==> src/hdl/dek_pkg.sv <==
// ----------------------------------------------------------------------------
// dek_pkg: shared types and constants for the DIS event kinematics block
// Field widths, register indexes, status codes and saturation bounds.
// ----------------------------------------------------------------------------
package dek_pkg;

  // result field widths
  localparam int W_W    = 26;
  localparam int Q2_W   = 52;
  localparam int NU_W   = 26;
  localparam int FIX_W  = 20;
  localparam int STAT_W = 2;

  // configuration register widths
  localparam int EB_W = 24;
  localparam int MP_W = 21;
  localparam int ME_W = 12;
  localparam int TH_W = 24;
  localparam int EE_W = 24;

  localparam int CFG_ADDR_W = 3;
  localparam int CFG_DATA_W = 24;

  // register indexes
  localparam logic [CFG_ADDR_W-1:0] REG_BEAM   = 3'd0;
  localparam logic [CFG_ADDR_W-1:0] REG_PROTON = 3'd1;
  localparam logic [CFG_ADDR_W-1:0] REG_ELEC   = 3'd2;
  localparam logic [CFG_ADDR_W-1:0] REG_CUT    = 3'd3;
  localparam logic [CFG_ADDR_W-1:0] REG_THRESH = 3'd4;

  // register reset values
  localparam logic [EB_W-1:0] BEAM_RST   = 24'd10600000;
  localparam logic [MP_W-1:0] PROTON_RST = 21'd938272;
  localparam logic [ME_W-1:0] ELEC_RST   = 12'd511;
  localparam logic [TH_W-1:0] THRESH_RST = 24'd2000000;

  // status codes
  localparam logic [STAT_W-1:0] ST_OK   = 2'd0;
  localparam logic [STAT_W-1:0] ST_CUT  = 2'd1;
  localparam logic [STAT_W-1:0] ST_ZERO = 2'd2;
  localparam logic [STAT_W-1:0] ST_SAT  = 2'd3;

  // internal widths
  localparam int RAD_W  = 52;  // W radicand
  localparam int ROOT_W = 26;  // W root
  localparam int DX_W   = 47;  // 2*Mp*|nu|
  localparam int QM_W   = 25;  // |nu|

  // saturation bounds
  localparam logic signed [W_W-1:0]  W_POS_MAX  = 26'sh1FFFFFF;
  localparam logic signed [W_W-1:0]  W_NEG_MAX  = 26'sh2000000;
  localparam logic signed [Q2_W-1:0] Q2_POS_MAX = {1'b0, {(Q2_W-1){1'b1}}};
  localparam logic signed [Q2_W-1:0] Q2_NEG_MAX = {1'b1, {(Q2_W-1){1'b0}}};
  localparam logic [FIX_W-1:0]       FIX_POS_MAX = 20'h7FFFF;
  localparam logic [FIX_W-1:0]       FIX_NEG_MAX = 20'h80000;
  // (2^25 + 1)^2: smallest negative-side radicand whose root exceeds 2^25
  localparam logic [63:0] W_NEG_SAT_SQ = 64'h0004_0000_0400_0001;
  localparam logic [63:0] Q2_MAG_HALF  = 64'h0008_0000_0000_0000;

  // side data that travels with an item through the root and divide stages
  typedef struct packed {
    logic signed [Q2_W-1:0] q2;
    logic signed [NU_W-1:0] q0;
    logic [DX_W-1:0]        dx;
    logic                   q2sat;
    logic                   wsat;
    logic                   wneg;
    logic                   zx;
    logic                   zy;
  } dek_side_t;

endpackage

==> src/hdl/dek_div.sv <==
// ----------------------------------------------------------------------------
// dek_div: pipelined fixed-point divider
// Computes floor(num * 2^FB / den) one quotient bit per stage, and flags a
// quotient of 2^FIX_W or more. One setup stage plus FIX_W bit stages.
// ----------------------------------------------------------------------------
module dek_div import dek_pkg::*; #(
  parameter int NW = 52,
  parameter int DW = 47,
  parameter int FB = 16
) (
  input  logic             clk,
  input  logic [FIX_W:0]   en,
  input  logic [NW-1:0]    num,
  input  logic [DW-1:0]    den,
  output logic [FIX_W-1:0] quo,
  output logic             big
);

  localparam int NXW = NW + FB;
  localparam int CW  = (NXW > DW) ? NXW : DW;

  logic [DW-1:0]    rem_r  [FIX_W+1];
  logic [DW-1:0]    den_r  [FIX_W+1];
  logic [FIX_W-1:0] quo_r  [FIX_W+1];
  logic [FIX_W-1:0] low_r  [FIX_W+1];
  logic             big_r  [FIX_W+1];

  // setup: scale numerator, check integer range, seed remainder
  logic [NXW-1:0] nx;
  logic [NXW-1:0] hi;
  assign nx = {num, {FB{1'b0}}};
  assign hi = nx >> FIX_W;

  always_ff @(posedge clk) begin
    if (en[0]) begin
      rem_r[0] <= DW'(hi);
      den_r[0] <= den;
      quo_r[0] <= '0;
      low_r[0] <= nx[FIX_W-1:0];
      big_r[0] <= CW'(hi) >= CW'(den);
    end
  end

  // one restoring step per stage
  for (genvar k = 1; k <= FIX_W; k++) begin : g_step
    logic [DW:0] cur;
    logic        ge;
    assign cur = {rem_r[k-1], low_r[k-1][FIX_W-1]};
    assign ge  = cur >= {1'b0, den_r[k-1]};

    always_ff @(posedge clk) begin
      if (en[k]) begin
        rem_r[k] <= ge ? DW'(cur - {1'b0, den_r[k-1]}) : DW'(cur);
        den_r[k] <= den_r[k-1];
        quo_r[k] <= {quo_r[k-1][FIX_W-2:0], ge};
        low_r[k] <= {low_r[k-1][FIX_W-2:0], 1'b0};
        big_r[k] <= big_r[k-1];
      end
    end
  end

  assign quo = quo_r[FIX_W];
  assign big = big_r[FIX_W];

endmodule

==> config.mk <==
export PLATFORM = sky130hd
export DESIGN_NAME = dek_div
export DESIGN_NICKNAME = d
export VERILOG_FILES = /design/src/hdl/dek_pkg.sv /design/src/hdl/dek_div.sv
export SDC_FILE = /design/constraint.sdc
export NUM_CORES = 2
export LEC_CHECK = 0
export ABC_CLOCK_PERIOD_IN_PS = 4500
export BUFFER_PORTS_ARGS = -buffer_cell sky130_fd_sc_hd__buf_2
export CORE_MARGIN = 8
export CORE_UTILIZATION = 47
export DETAILED_ROUTE_END_ITERATION = 8
export GPL_TIMING_DRIVEN = 0
export HOLD_SLACK_MARGIN = 0.03
export PLACE_DENSITY_LB_ADDON = 0.25
export SLEW_MARGIN = 20
export SYNTH_ARGS = -nofsm -noshare
export SYNTH_HDL_FRONTEND = slang
export SYNTH_SLANG_ARGS = --single-unit
==> constraint.sdc <==
create_clock -name clk -period 4.5 [get_ports clk]
set_input_delay 0.9 -clock clk [delete_from_list [all_inputs] [get_ports clk]]
set_output_delay 0.9 -clock clk [all_outputs]
set_load 0.005 [all_outputs]
==> reports/summary.txt <==
outcome: complete, no violations
I/O pin count: 142
Startpoint Class: register
Layout Nets: 13,300
f_max: 223 MHz
CTS Buf Count: 243
setup TNS: 0 ns
CTS tree: done
R2R depth: 13
Core Area: 268,000 um^2
chip height: 535 um
Vias: 88,800
LEAKAGE: 58.8 nW
fin. max-slew vios: 0
Fin. Hold Viols: 0
Hold Crit Class: input pin to register
Post-synth EDFFs: 2,121
DP Worst Slack: -1.72 ns
Rows: 190
CP cell instances: clkinvlp_4, fa_1, a21o_1, a311oi_1, o31ai_1, o21ai_1, a31oi_2, a31oi_1, a311oi_1, o21ai_0, o21ai_0, xor2_1, mux2_2
dpl cell area: 132,000 um^2
asr flop ratio synth: 0%
area leader, netlist: edfxtp_1
worst-margin pin slew: 1.01 ns
RR Endpoint: rem_r[4][93]
Primary FF master, synth: edfxtp_1
Post-Syn Instances: 11,800
GRT Total Usage: 21.4%
Worst Setup End Kind: register
final instance area: 141,000 um^2
vias in the first global route: 93,700
global-route wire length before repair: 488,000 um
Filler Cells Inserted: 23,000
final WL: 316,000 um
Final Cycle Share: 99.9%
CP endpoint: rem_r[4][93]
number of hold buffers added after cts: 0
RR Startpoint: den_r[16][0]
synthesized flop and latch total: 2,121
Starting Density: 47.2%
wire length per cell: 19.8 um
Crit path largest cell delay: 0.55 ns
sequential area share after synthesis: 50.4%
area share of the largest cell type after synthesis: 50.4%
crit path from: den_r[16][0]
clock slew at reported path FFs: 0.06 ns
share of layout cells above drive strength 1: 9.54%
fin crit period: 4.49 ns
worst endpoint required time: 5.13 ns
GPL Wtd Cong: 1.03
Synth Warn #: 0
worst skew pair latency: 0.88 ns
detailed-route DRC error count: 0
r2r setup slk: 0.006 ns
final global-route overflow total: 0
Final Instance Count excl. Fillers: 15,900
Detail Placement HPWL: 253,000 um
number of DRC markers in iteration 0: 4,141
Setup violations, final: 0
Layout area overhead: 11.7%
relative slew slack: 32.1%
largest net degree at the start of global routing: 88
critical path type: register to register
H-tree depth: 4
detail-routed via count per cell: 5.57
die area: 286,000 um^2
CP max FO: 3
Tot Pwr: 0.104 W
root buf cell: clkbuf_16
initial antenna violation count: 3
Max IR drop VDD: 0.000481 V
Distinct cells, synth: 103
Port Buffers: 141
CP max stage cell: a31oi_1
Final WS setup: 0.00630 ns
Layout Skew: 0.0333 ns
Mean Syn Cell Area: 10.8 um^2
Mapped Nets: 12,900
number of detailed-route iterations in the first pass: 6
Max Cap Viol: 0
Worst EP arrival: 5.13 ns
Cell Area, Synth: 126,000 um^2
Num Clock Sinks: 2,121
pwr dens: 739 nW/um^2
placed insts: 15,500
Hold Path Stages: 1
top-count cell post-synth: edfxtp_1
commonest cells in the netlist: edfxtp_1 (2,121), inv_1 (1,192), a21oi_1 (1,037)
clk buf depth: 4
DIE WIDTH: 535 um
Antenna Violating Nets Remaining: 0
synth top area cells: edfxtp_1 (50%), ha_1 (9.8%), a21oi_1 (4.1%)
## worst min path at each step
stage / from / end / slack (ns)
floorplan: big_r[0][0] / big_r[0][1] / 0.40
global placement: quo_r[2][31] / quo_r[2][52] / 0.40
detailed placement: quo_r[1][126] / quo_r[1][147] / 0.40
CTS: den[38] / den_r[0][38] / 0.11
global route: den[39] / den_r[0][39] / 0.15
finish: den[38] / den_r[0][38] / 0.21
## power by group
| part | internal [W] | switching (W) | total [W] |
|---|---|---|---|
| Clock | 0.0118 | 0.00788 | 0.0197 |
| Sequential | 0.0297 | 0.00277 | 0.0325 |
| Combinational | 0.0214 | 0.0309 | 0.0522 |
## placed cells by master, fill, tap and decap left out, types with 304 or more instances in the layout
cell type  netlist  final
nor2_1         597    595
inv_1         1192   1190
xnor2_1        492    492
nand2_1        934    931
ha_1           986    986
o21ai_0        817    812
edfxtp_1      2121   2121
a21o_1         610    609
a21oi_1       1037   1030
mux2_2         304    304
## critical path: cells and delay by family, from the launching register on
family	cells	cell delay, ns
AO/OA/AOI/OAI	9	2.82
XOR/XNOR	1	0.16
adder cells (fa/ha/maj)	1	0.44
buffers and inverters	1	0.13
flip-flops	1	0.41
multiplexers	1	0.28
## metal layers
| layer | global-route usage [%] | part of all wire, % | vias to the layer above |
|---|---|---|---|
| met5 | 0 | 0 | - |
| met4 | 16.1 | 8.9 | 0 |
| met3 | 2.21 | 2.7 | 1148 |
| met2 | 45.0 | 56 | 2188 |
| met1 | 17.6 | 32 | 41700 |
| li1 | - | - | 43800 |
## metrics by stage
| stage | utilization [%] | hold slack [ns] |
|---|---|---|
| 2_1_floorplan | - | 0.400 |
| 3_3_place_gp | 49.1 | 0.400 |
| 3_5_place_dp | 49.4 | 0.405 |
| 4_1_cts | 52.6 | 0.106 |
| 5_1_grt | 52.7 | 0.149 |
| 6_report | 52.7 | 0.207 |
## repair_timing
item	in CTS	in global routing
pin swaps	12	13
endpoints found under the setup margin	817	447
cloned	0	0
buffers inserted	12	10
resized for setup	144	74
## cell type report
| cell class | instances | area [um^2] | share of cell area, % |
|---|---|---|---|
| diodes | 3 | 7.51 | 0.00531 |
| plain buffers | 356 | 1810 | 1.28 |
| clock buffers | 296 | 6410 | 4.53 |
| clock inverters | 150 | 1530 | 1.08 |
| inverters | 1192 | 4480 | 3.17 |
| multi-input cells | 8091 | 57300 | 40.6 |
| flip-flops and latches | 2121 | 63700 | 45.1 |
| well taps | 3552 | 4440 | 3.14 |
| repair buffers | 187 | 1600 | 1.13 |
## logic make-up (layout without fill, tap and decap cells)
kind of cell / after synthesis / after routing / synth area share (%)
AOI/OAI and AO/OA: 3375 / 3375 / 16.7
DFF: 2121 / 2121 / 50.4
adders and majority gates: 1005 / 1005 / 10.1
xor gates and xnor gates: 790 / 790 / 5.47
buffers and inverters: 1550 / 2181 / 4.79
muxes: 336 / 336 / 2.99
and+or+nand+nor: 2585 / 2585 / 9.60
other: 0 / 3 / 0
## state kept, by name, summed over array words and instances, names as in the netlist
| signal | flops |
|---|---|
| big_r | 21 |
| den_r | 940 |
| low_r | 10 |
| quo_r | 210 |
| rem_r | 940 |
Power figures use the tool's default switching activity.
